**src/design/dqlpt_pkg.sv**
```systemverilog
// ----------------------------------------------------------------------------
// dqlpt_pkg
// Shared types, codes and floating-point helper functions for the per-tensor
// linear dequantizer.
// ----------------------------------------------------------------------------
package dqlpt_pkg;

  // Input format codes.
  localparam logic [3:0] FMT_U8       = 4'd0;
  localparam logic [3:0] FMT_I8       = 4'd1;
  localparam logic [3:0] FMT_U16      = 4'd2;
  localparam logic [3:0] FMT_I16      = 4'd3;
  localparam logic [3:0] FMT_I32      = 4'd4;
  localparam logic [3:0] FMT_E4M3FN   = 4'd5;
  localparam logic [3:0] FMT_E4M3FNUZ = 4'd6;
  localparam logic [3:0] FMT_E5M2     = 4'd7;
  localparam logic [3:0] FMT_E5M2FNUZ = 4'd8;
  localparam logic [3:0] FMT_I4       = 4'd9;
  localparam logic [3:0] FMT_U4       = 4'd10;
  localparam logic [3:0] FMT_I2       = 4'd11;
  localparam logic [3:0] FMT_U2       = 4'd12;
  localparam logic [3:0] FMT_F4E2M1   = 4'd13;

  // Configuration register indexes.
  localparam logic [1:0] REG_INPUT_FORMAT = 2'd0;
  localparam logic [1:0] REG_SCALE_VALUE  = 2'd1;
  localparam logic [1:0] REG_ZERO_POINT   = 2'd2;
  localparam logic [1:0] REG_OUTPUT_HALF  = 2'd3;

  localparam logic [31:0] QNAN32     = 32'h7FC0_0000;
  localparam logic [15:0] QNAN16     = 16'h7E00;
  localparam logic [31:0] SCALE_ONE  = 32'h3F80_0000;

  // Decoded element before normalization: value is mag * 2^eadj.
  typedef struct packed {
    logic              nan;
    logic              inf;
    logic              sign;
    logic [31:0]       mag;
    logic signed [7:0] eadj;
  } raw_t;

  // Aligned sum before normalization and rounding.
  typedef struct packed {
    logic        nan;
    logic        inf;
    logic        zero;
    logic        sign;
    logic [7:0]  exp;
    logic [27:0] sig;
  } sum_t;

  // Scale with subnormals already normalized.
  typedef struct packed {
    logic              nan;
    logic              inf;
    logic              zero;
    logic              sign;
    logic [23:0]       man;
    logic signed [9:0] exp;
  } scl_t;

  // Raw product before normalization and rounding.
  typedef struct packed {
    logic              nan;
    logic              inf;
    logic              zero;
    logic              sign;
    logic [47:0]       prod;
    logic signed [9:0] exp;
  } prod_t;

  function automatic raw_t mini_raw(input logic s, input logic [4:0] e,
                                    input logic [2:0] m, input int mb,
                                    input int bias, input logic is_nan,
                                    input logic is_inf);
    raw_t r;
    int   ev;
    r      = '0;
    ev     = (e == 5'd0) ? 1 : int'(e);
    r.nan  = is_nan;
    r.inf  = is_inf;
    r.sign = s;
    r.eadj = 8'(ev - bias - mb);
    r.mag  = (e == 5'd0) ? {29'b0, m} : ({29'b0, m} | (32'd1 << mb));
    return r;
  endfunction

  function automatic raw_t decode_raw(input logic [3:0] fmt, input logic [31:0] c);
    raw_t        r;
    logic [31:0] sx;
    r  = '0;
    sx = '0;
    unique case (fmt)
      FMT_U8:  r.mag = {24'b0, c[7:0]};
      FMT_I8: begin
        sx     = {{24{c[7]}}, c[7:0]};
        r.sign = c[7];
        r.mag  = c[7] ? -sx : sx;
      end
      FMT_U16: r.mag = {16'b0, c[15:0]};
      FMT_I16: begin
        sx     = {{16{c[15]}}, c[15:0]};
        r.sign = c[15];
        r.mag  = c[15] ? -sx : sx;
      end
      FMT_I32: begin
        r.sign = c[31];
        r.mag  = c[31] ? -c : c;
      end
      FMT_E4M3FN:
        r = mini_raw(c[7], {1'b0, c[6:3]}, c[2:0], 3, 7, c[6:0] == 7'h7F, 1'b0);
      FMT_E4M3FNUZ:
        r = mini_raw(c[7], {1'b0, c[6:3]}, c[2:0], 3, 8, c[7:0] == 8'h80, 1'b0);
      FMT_E5M2:
        r = mini_raw(c[7], c[6:2], {1'b0, c[1:0]}, 2, 15,
                     (c[6:2] == 5'h1F) && (c[1:0] != 2'b0),
                     (c[6:2] == 5'h1F) && (c[1:0] == 2'b0));
      FMT_E5M2FNUZ:
        r = mini_raw(c[7], c[6:2], {1'b0, c[1:0]}, 2, 16, c[7:0] == 8'h80, 1'b0);
      FMT_I4: begin
        sx     = {{28{c[3]}}, c[3:0]};
        r.sign = c[3];
        r.mag  = c[3] ? -sx : sx;
      end
      FMT_U4:  r.mag = {28'b0, c[3:0]};
      FMT_I2: begin
        sx     = {{30{c[1]}}, c[1:0]};
        r.sign = c[1];
        r.mag  = c[1] ? -sx : sx;
      end
      FMT_U2:  r.mag = {30'b0, c[1:0]};
      FMT_F4E2M1:
        r = mini_raw(c[3], {3'b0, c[2:1]}, {2'b0, c[0]}, 1, 1, 1'b0, 1'b0);
      default: r = '0;
    endcase
    return r;
  endfunction

  // Normalize a decoded element and round it to binary32.
  function automatic logic [31:0] raw_to_f32(input raw_t r);
    int          msb;
    int          ex;
    logic [31:0] nrm;
    logic        rnd;
    msb = 0;
    for (int i = 0; i < 32; i++) begin
      if (r.mag[i]) msb = i;
    end
    nrm = r.mag << (31 - msb);
    ex  = 127 + msb + int'(r.eadj);
    rnd = nrm[7] & ((|nrm[6:0]) | nrm[8]);
    if (r.nan) return QNAN32;
    if (r.inf) return {r.sign, 8'hFF, 23'b0};
    if (r.mag == 32'b0) return {r.sign, 31'b0};
    return {r.sign, 8'(ex), nrm[30:8]} + {31'b0, rnd};
  endfunction

  // Align and add two binary32 values. Inputs are never subnormal.
  function automatic sum_t add_align(input logic [31:0] a, input logic [31:0] b);
    sum_t        r;
    logic        a_nan, a_inf, b_nan, b_inf, sbig, stk;
    logic [23:0] mbig, msml;
    logic [7:0]  ebig, d;
    logic [26:0] ms27, sm;
    r     = '0;
    a_nan = (a[30:23] == 8'hFF) && (a[22:0] != 23'b0);
    a_inf = (a[30:23] == 8'hFF) && (a[22:0] == 23'b0);
    b_nan = (b[30:23] == 8'hFF) && (b[22:0] != 23'b0);
    b_inf = (b[30:23] == 8'hFF) && (b[22:0] == 23'b0);
    if (a[30:0] >= b[30:0]) begin
      mbig = (a[30:23] == 8'b0) ? 24'b0 : {1'b1, a[22:0]};
      msml = (b[30:23] == 8'b0) ? 24'b0 : {1'b1, b[22:0]};
      ebig = a[30:23];
      d    = a[30:23] - b[30:23];
      sbig = a[31];
    end else begin
      mbig = (b[30:23] == 8'b0) ? 24'b0 : {1'b1, b[22:0]};
      msml = (a[30:23] == 8'b0) ? 24'b0 : {1'b1, a[22:0]};
      ebig = b[30:23];
      d    = b[30:23] - a[30:23];
      sbig = b[31];
    end
    ms27 = {msml, 3'b0};
    if (d >= 8'd27) begin
      sm  = 27'b0;
      stk = |msml;
    end else begin
      sm  = ms27 >> d;
      stk = |(ms27 & ((27'd1 << d) - 27'd1));
    end
    sm = sm | {26'b0, stk};
    if (a_nan || b_nan || (a_inf && b_inf && (a[31] != b[31]))) begin
      r.nan = 1'b1;
    end else if (a_inf) begin
      r.inf  = 1'b1;
      r.sign = a[31];
    end else if (b_inf) begin
      r.inf  = 1'b1;
      r.sign = b[31];
    end else begin
      r.sig = (a[31] != b[31]) ? ({1'b0, mbig, 3'b0} - {1'b0, sm})
                               : ({1'b0, mbig, 3'b0} + {1'b0, sm});
      r.exp = ebig;
      if (r.sig == 28'b0) begin
        // Two zeros keep a negative sign only if both are negative.
        r.zero = 1'b1;
        r.sign = (a[30:0] == 31'b0 && b[30:0] == 31'b0) ? (a[31] & b[31]) : 1'b0;
      end else begin
        r.sign = sbig;
      end
    end
    return r;
  endfunction

  function automatic logic [31:0] sum_round(input sum_t s);
    int          msb;
    int          ex;
    logic [26:0] t;
    logic        rnd;
    msb = 0;
    for (int i = 0; i < 27; i++) begin
      if (s.sig[i]) msb = i;
    end
    if (s.sig[27]) begin
      t  = {s.sig[27:2], s.sig[1] | s.sig[0]};
      ex = int'(s.exp) + 1;
    end else begin
      t  = s.sig[26:0] << (26 - msb);
      ex = int'(s.exp) - (26 - msb);
    end
    rnd = t[2] & (t[1] | t[0] | t[3]);
    if (s.nan) return QNAN32;
    if (s.inf) return {s.sign, 8'hFF, 23'b0};
    if (s.zero) return {s.sign, 31'b0};
    return {s.sign, 8'(ex), t[25:3]} + {31'b0, rnd};
  endfunction

  function automatic scl_t scale_prep(input logic [31:0] v);
    scl_t r;
    int   msb;
    r      = '0;
    r.sign = v[31];
    msb    = 0;
    for (int i = 0; i < 23; i++) begin
      if (v[i]) msb = i;
    end
    if (v[30:23] == 8'hFF) begin
      r.nan = (v[22:0] != 23'b0);
      r.inf = (v[22:0] == 23'b0);
    end else if (v[30:23] == 8'b0) begin
      if (v[22:0] == 23'b0) begin
        r.zero = 1'b1;
      end else begin
        r.man = {1'b0, v[22:0]} << (23 - msb);
        r.exp = 10'(msb - 149);
      end
    end else begin
      r.man = {1'b1, v[22:0]};
      r.exp = 10'(int'(v[30:23]) - 127);
    end
    return r;
  endfunction

  function automatic logic [31:0] mul_round(input prod_t q);
    int          ee;
    int          sh;
    logic [47:0] nq;
    logic [73:0] w;
    logic        rnd;
    nq = q.prod[47] ? q.prod : (q.prod << 1);
    ee = int'(q.exp) + 127 + (q.prod[47] ? 1 : 0);
    sh = 1 - ee;
    if (sh > 26) sh = 26;
    if (sh < 0) sh = 0;
    w  = {nq, 26'b0} >> sh;
    if (q.nan) return QNAN32;
    if (q.inf) return {q.sign, 8'hFF, 23'b0};
    if (q.zero) return {q.sign, 31'b0};
    if (ee >= 255) return {q.sign, 8'hFF, 23'b0};
    if (ee >= 1) begin
      rnd = nq[23] & ((|nq[22:0]) | nq[24]);
      return {q.sign, 8'(ee), nq[46:24]} + {31'b0, rnd};
    end
    // Subnormal result: the carry of rounding may reach the smallest normal.
    rnd = w[49] & ((|w[48:0]) | w[50]);
    return {q.sign, 8'h00, w[72:50]} + {31'b0, rnd};
  endfunction

  function automatic logic [15:0] to_half(input logic [31:0] b);
    logic        s;
    int          e;
    int          sh;
    logic [23:0] m, h, rem, hw;
    logic [12:0] rem13;
    logic [15:0] r;
    s     = b[31];
    e     = int'(b[30:23]) - 112;
    sh    = 14 - e;
    if (sh > 24) sh = 24;
    if (sh < 1) sh = 1;
    m     = {1'b1, b[22:0]};
    h     = m >> sh;
    rem   = m & ((24'd1 << sh) - 24'd1);
    hw    = 24'd1 << (sh - 1);
    rem13 = b[12:0];
    if (b[30:23] == 8'hFF) begin
      r = (b[22:0] != 23'b0) ? QNAN16 : {s, 5'h1F, 10'b0};
    end else if (e >= 31) begin
      r = {s, 5'h1F, 10'b0};
    end else if (e < -10) begin
      r = {s, 15'b0};
    end else if (e <= 0) begin
      if (rem > hw || (rem == hw && h[0])) h = h + 24'd1;
      r = {s, h[14:0]};
    end else begin
      r = {s, 5'(e), b[22:13]};
      if (rem13 > 13'h1000 || (rem13 == 13'h1000 && r[0])) r = r + 16'd1;
    end
    return r;
  endfunction

endpackage

```
**src/design/dequantize_linear_per_tensor_core.sv**
```systemverilog
// A result is registered in each stage in turn and is on the output port once the
// last stage holds it; out_stall can hold it there before its output transfer.
// Throughput: one element per cycle unless the output stalls; the seven pipeline
// stages advance independently, so bubbles close up while the output is stalled.
// Reset: synchronous, active low; clears all stage valid bits and loads the
// register reset values (format u8, scale 1.0, zero point 0, float32 output).
// ----------------------------------------------------------------------------
// dequantize_linear_per_tensor_core
// Streams quantized element codes and returns (decode(x) - decode(zp)) * scale
// as float32 or float16 bits. Stages: decode, convert, align/add,
// normalize/round, multiply, product round, output format.
// ----------------------------------------------------------------------------
module dequantize_linear_per_tensor_core (
  input  logic        clk,
  input  logic        rst_n,
  input  logic        in_valid,
  output logic        in_stall,
  input  logic [31:0] in_element_code,
  input  logic        in_last_in,
  output logic        out_valid,
  input  logic        out_stall,
  output logic [31:0] out_value_bits,
  output logic        out_last_out,
  input  logic        cfg_valid,
  output logic        cfg_ready,
  input  logic [1:0]  cfg_index,
  input  logic [31:0] cfg_data
);
  import dqlpt_pkg::*;

  logic [3:0]  fmt_r;
  logic [31:0] scale_r;
  logic [31:0] zp_r;
  logic        half_r;
  logic [31:0] zpf_r, zpf_nxt;
  scl_t        scl_r, scl_nxt;

  logic        v1_r, v2_r, v3_r, v4_r, v5_r, v6_r, v7_r;
  logic        en1, en2, en3, en4, en5, en6, en7;
  logic        l1_r, l2_r, l3_r, l4_r, l5_r, l6_r, l7_r;
  raw_t        raw1_r, raw1_nxt;
  logic [31:0] x2_r, x2_nxt;
  sum_t        sum3_r, sum3_nxt;
  logic [31:0] d4_r, d4_nxt;
  prod_t       p5_r, p5_nxt;
  logic [31:0] f6_r, f6_nxt;
  logic [31:0] val7_r, val7_nxt;
  logic        d_nan, d_inf, d_zero;

  assign cfg_ready = 1'b1;

  always_ff @(posedge clk) begin
    if (!rst_n) begin
      fmt_r   <= FMT_U8;
      scale_r <= SCALE_ONE;
      zp_r    <= 32'b0;
      half_r  <= 1'b0;
    end else if (cfg_valid) begin
      unique case (cfg_index)
        REG_INPUT_FORMAT: fmt_r   <= cfg_data[3:0];
        REG_SCALE_VALUE:  scale_r <= cfg_data;
        REG_ZERO_POINT:   zp_r    <= cfg_data;
        REG_OUTPUT_HALF:  half_r  <= cfg_data[0];
        default: ;
      endcase
    end
  end

  // Zero point and scale are static between writes, so they are prepared
  // once here rather than in the element path.
  always_comb begin
    zpf_nxt = raw_to_f32(decode_raw(fmt_r, zp_r));
    scl_nxt = scale_prep(scale_r);
  end

  always_ff @(posedge clk) begin
    zpf_r <= zpf_nxt;
    scl_r <= scl_nxt;
  end

  // A stage loads when it is empty or its content moves on.
  assign en7      = !v7_r || !out_stall;
  assign en6      = !v6_r || en7;
  assign en5      = !v5_r || en6;
  assign en4      = !v4_r || en5;
  assign en3      = !v3_r || en4;
  assign en2      = !v2_r || en3;
  assign en1      = !v1_r || en2;
  assign in_stall = !en1;

  always_comb begin
    raw1_nxt = decode_raw(fmt_r, in_element_code);
    x2_nxt   = raw_to_f32(raw1_r);
    sum3_nxt = add_align(x2_r, {~zpf_r[31], zpf_r[30:0]});
    d4_nxt   = sum_round(sum3_r);
    d_nan    = (d4_r[30:23] == 8'hFF) && (d4_r[22:0] != 23'b0);
    d_inf    = (d4_r[30:23] == 8'hFF) && (d4_r[22:0] == 23'b0);
    d_zero   = (d4_r[30:0] == 31'b0);
    p5_nxt.nan  = d_nan || scl_r.nan || (d_inf && scl_r.zero) || (d_zero && scl_r.inf);
    p5_nxt.inf  = d_inf || scl_r.inf;
    p5_nxt.zero = d_zero || scl_r.zero;
    p5_nxt.sign = d4_r[31] ^ scl_r.sign;
    p5_nxt.prod = {1'b1, d4_r[22:0]} * scl_r.man;
    p5_nxt.exp  = 10'(int'(d4_r[30:23]) - 127) + scl_r.exp;
    f6_nxt   = mul_round(p5_r);
    if (fmt_r > FMT_F4E2M1) begin
      val7_nxt = 32'b0;
    end else if (half_r) begin
      val7_nxt = {16'b0, to_half(f6_r)};
    end else begin
      val7_nxt = f6_r;
    end
  end

  always_ff @(posedge clk) begin
    if (!rst_n) begin
      v1_r <= 1'b0;
      v2_r <= 1'b0;
      v3_r <= 1'b0;
      v4_r <= 1'b0;
      v5_r <= 1'b0;
      v6_r <= 1'b0;
      v7_r <= 1'b0;
    end else begin
      if (en1) v1_r <= in_valid;
      if (en2) v2_r <= v1_r;
      if (en3) v3_r <= v2_r;
      if (en4) v4_r <= v3_r;
      if (en5) v5_r <= v4_r;
      if (en6) v6_r <= v5_r;
      if (en7) v7_r <= v6_r;
    end
  end

  always_ff @(posedge clk) begin
    if (en1) begin
      raw1_r <= raw1_nxt;
      l1_r   <= in_last_in;
    end
    if (en2) begin
      x2_r <= x2_nxt;
      l2_r <= l1_r;
    end
    if (en3) begin
      sum3_r <= sum3_nxt;
      l3_r   <= l2_r;
    end
    if (en4) begin
      d4_r <= d4_nxt;
      l4_r <= l3_r;
    end
    if (en5) begin
      p5_r <= p5_nxt;
      l5_r <= l4_r;
    end
    if (en6) begin
      f6_r <= f6_nxt;
      l6_r <= l5_r;
    end
    if (en7) begin
      val7_r <= val7_nxt;
      l7_r   <= l6_r;
    end
  end

  assign out_valid      = v7_r;
  assign out_value_bits = val7_r;
  assign out_last_out   = l7_r;

`ifndef SYNTH
  a_accept_loads: assert property (@(posedge clk) disable iff (!rst_n)
    in_valid && !in_stall |=> v1_r)
    else $error("accepted element did not enter the first stage");

  a_stall_needs_full: assert property (@(posedge clk) disable iff (!rst_n)
    in_stall |-> v1_r && v2_r && v7_r)
    else $error("input stalled while the pipeline has room");

  a_half_upper_zero: assert property (@(posedge clk) disable iff (!rst_n)
    out_valid && half_r |-> out_value_bits[31:16] == 16'b0)
    else $error("float16 result has upper bits set");

  a_nan_canonical: assert property (@(posedge clk) disable iff (!rst_n)
    out_valid && !half_r && out_value_bits[30:23] == 8'hFF
      |-> out_value_bits[22:0] == 23'b0 || out_value_bits == QNAN32)
    else $error("float32 NaN result is not canonical");
`endif

endmodule
```
**config.mk**
```make
export PLATFORM = sky130hd
export DESIGN_NAME = dequantize_linear_per_tensor_core
export DESIGN_NICKNAME = d
export VERILOG_FILES = /design/src/design/dqlpt_pkg.sv /design/src/design/dequantize_linear_per_tensor_core.sv
export SDC_FILE = /design/constraint.sdc
export NUM_CORES = 2
export LEC_CHECK = 0
export BUFFER_PORTS_ARGS = -buffer_cell sky130_fd_sc_hd__clkbuf_2
export CORE_MARGIN = 2
export CORE_UTILIZATION = 55
export DETAILED_ROUTE_END_ITERATION = 10
export GPL_ROUTABILITY_DRIVEN = 0
export PLACE_DENSITY = 0.76
export REMOVE_ABC_BUFFERS = 1
export SLEW_MARGIN = 25
export SYNTH_ARGS = -nofsm -noshare
export SYNTH_HDL_FRONTEND = slang
export SYNTH_SLANG_ARGS = --single-unit
```
**constraint.sdc**
```tcl
create_clock -name clk -period 10.3 [get_ports clk]
set_input_delay 2.06 -clock clk [delete_from_list [all_inputs] [get_ports clk]]
set_output_delay 2.06 -clock clk [all_outputs]
set_load 0.05 [all_outputs]
```
==> impl_metrics.ini <==
[synthesis]
ys_seq_area_frac = 0.1783
synth_area_leader_cell = fa_1
ys_warn_count = 0
postSynthAreaPerCell_um2 = 7.971
ys_seq_elements = 425
synth-edff-count = 280
synth_top_area_frac = 0.1543
synth.area.top_cells = fa_1 15%, edfxtp_1 13%, ha_1 7.7%, nand2_1 6.7%, mux2i_1 5.3%
yosys_most_used_dff = edfxtp_1
synth_most_common_cell = nand2_1
synth-async-reset-ratio = 0
yosysUniqueCellTypes = 114
synth_commonest_cells = 1133 x nand2_1, 762 x inv_1, 617 x nor2_1
synth.cell_area_um2 = 63450
postSynthCellCount = 7961

[place]
dpl.hpwl_um = 149300
io_buffers = 106
place_inst = 9219

[worst_setup_path]
crit_fanout = 58
crit_type = reg2reg
start_kind = register
cpMaxStageDelayCell = nor4bb_1
cp.arrival_ps = 9860
cp_slowest_stage_delay_ps = 640
end_kind = register
cp_data_required_time_ps = 10790
rr_worst_depth = 38
cpMostUsedCell = o21ai_0

[die]
core-area_um2 = 114300
floorplan.initialDensity = 0.5549
placementRows = 124
die_area_um2 = 118100
ios = 108
die_h_um = 343.7
die_width_um = 343.7

[timing]
final.setup_skew_ps = 24.10
rsz0062_at_grt = false
finalSetupViolCount = 0
fmax_mhz = 106.7
maxSlewViolCount = 0
fin_crit_sh = 0.9098
worst_pin_slew_ps = 1137
fin_crit_ps = 9371
hold_viol_final = 0
slew_headroom = 0.2410

[grt]
grtUsageTotal = 0.3232
grt_pass1_wl_um = 308300
grt_overflow = 0
grt_max_degree = 77
grt_antenna_before_repair = 9
grt_pass1_vias = 56970

[layout]
final_cells = 9314
drive_above_1_share = 0.06588
nNetsFinal = 8710
diodes = 0
area_growth_pct = 5.170

[power_and_ir_drop]
power.switching_w = 0.01089
swShare = 0.5496
pwr-share-comb = 0.734
ir_drop_v = 0.0002585
p_leak_nw = 29.36
finalPower_w = 0.01982
clock_power_share = 0.095
p_int_w = 0.008927
seqPwrFrac = 0.171
power_density_nw_per_um2 = 297.0

[min_path]
whs_path_depth = 0
holdCritPathClass = reg2reg

[clocking]
h-tree-depth = 2
clk_latency_ps = 650
clk_pin_slew_ps = 70
clock-sinks = 425
cts_hold_buf = 0
clock_path_buffers = 3
ctsResizeCount = 0
cts_root_buf = clkbuf_16
post_cts_buffers = 0
cts_tree = yes
cts_buffers = 51

[detailed_routing]
routed_via_density = 6.382
wl_per_cell_um = 20.74
vias = 59450
routed_wl_um = 193200
firstDrtPassIters = 8
drt_iter0_markers = 7307
antenna_left = 0
drc = 0

[flow_run]
max_cap_viol_count = 0

[status]
outcome = finished, final reports clean
[placed cells by master, fill, tap and decap left out, types with 71 or more instances in the layout]
cell	instances
nor2_1	612
xor2_1	122
a21boi_0	71
nand4_1	81
nand2_1	1129
edfxtp_1	280
o21ai_0	331
inv_1	762
ha_1	388
and3_1	76
nor3_1	189
a21oi_1	403
and2_1	259
mux2i_1	334
buf_4	109
fa_1	489
xnor2_1	179
a31oi_1	75
nand3_1	212
a211oi_1	84
nor4_1	95
clkbuf_2	106
dfxtp_1	143
nor2b_1	73
[state kept, by name, indices dropped and copies added, names as in the netlist, 37 cells and up]
register	flops
p5_r	62
raw1_r	43
scl_r	37
sum3_r	40
[final timing paths]
| path | from | endpoint | slack (ps) |
|---|---|---|---|
| max | zpf_r[12] | sum3_r[36] | 930 |
| max reg2reg | zpf_r[12] | sum3_r[36] | 930 |
| min | scale_r[31] | scl_r[34] | 390 |
| min reg2reg | scale_r[31] | scl_r[34] | 390 |
[per-stage QoR]
stage | instance area, µm² | setup slack, ps | setup TNS, ps | util | hold WS [ps]
floorplan | 61610 | -432.4 | -2945 | - | 330.6
global placement | 64960 | 1479 | 0 | 0.5681 | 402.6
detailed placement | 64970 | 1319 | 0 | 0.5682 | 398.2
CTS | 66710 | 1278 | 0 | 0.5834 | 397.6
global route | 66740 | 339.1 | 0 | 0.5836 | 395.8
finish | 66740 | 928.7 | 0 | 0.5836 | 390.0
[cell families after synthesis]
group | synth area share
compound gates | 0.1700
xor+xnor | 0.04155
fa+ha+maj | 0.2311
buf+inv | 0.07568
flops | 0.1783
mux | 0.07611
other cells | 0.00005910
simple gates | 0.2272
[layout make-up]
type / instances / area [µm²]
clock buffers: 66 / 1403
clock inverters: 29 / 336.6
fillers: 10170 / 47610
inverters: 775 / 2909
multi-input cells: 6292 / 47530
flip-flops and latches: 425 / 11310
well taps: 1512 / 1892
repair buffers: 215 / 1349
[layer usage]
metal,GRT usage,routed length (µm),share of wire,vias to the layer above
li1,-,-,-,27200
met1,0.4157,75000,0.39,28150
met2,0.5153,86950,0.45,3379
met3,0.06874,20250,0.10,709
met4,0.1619,10920,0.057,12
met5,0,78,0.00040,-
[critical path, delay by kind of cell (launching register included)]
family	cells	cell delay, ps
and+or+nand+nor	14	3170
adders and majority gates	2	700
muxes	1	420
AOI/OAI and AO/OA	18	3830
DFF	1	510
buffers and inverters	2	450
xor gates and xnor gates	1	110
[power by group through the flow]
| stage | sequential [W] | clock (W) | combinational (W) |
|---|---|---|---|
| final | 0.00339 | 0.00188 | 0.0145 |
| after global routing | 0.00344 | 0.00197 | 0.0158 |
| after CTS | 0.00336 | 0.00191 | 0.0141 |
| after detailed placement | 0.00339 | 0 | 0.0140 |
| after global placement | 0.00336 | 0 | 0.0138 |
| after floorplan | 0.00330 | 0 | 0.0101 |
No activity file was read; power rests on OpenSTA's default activity.
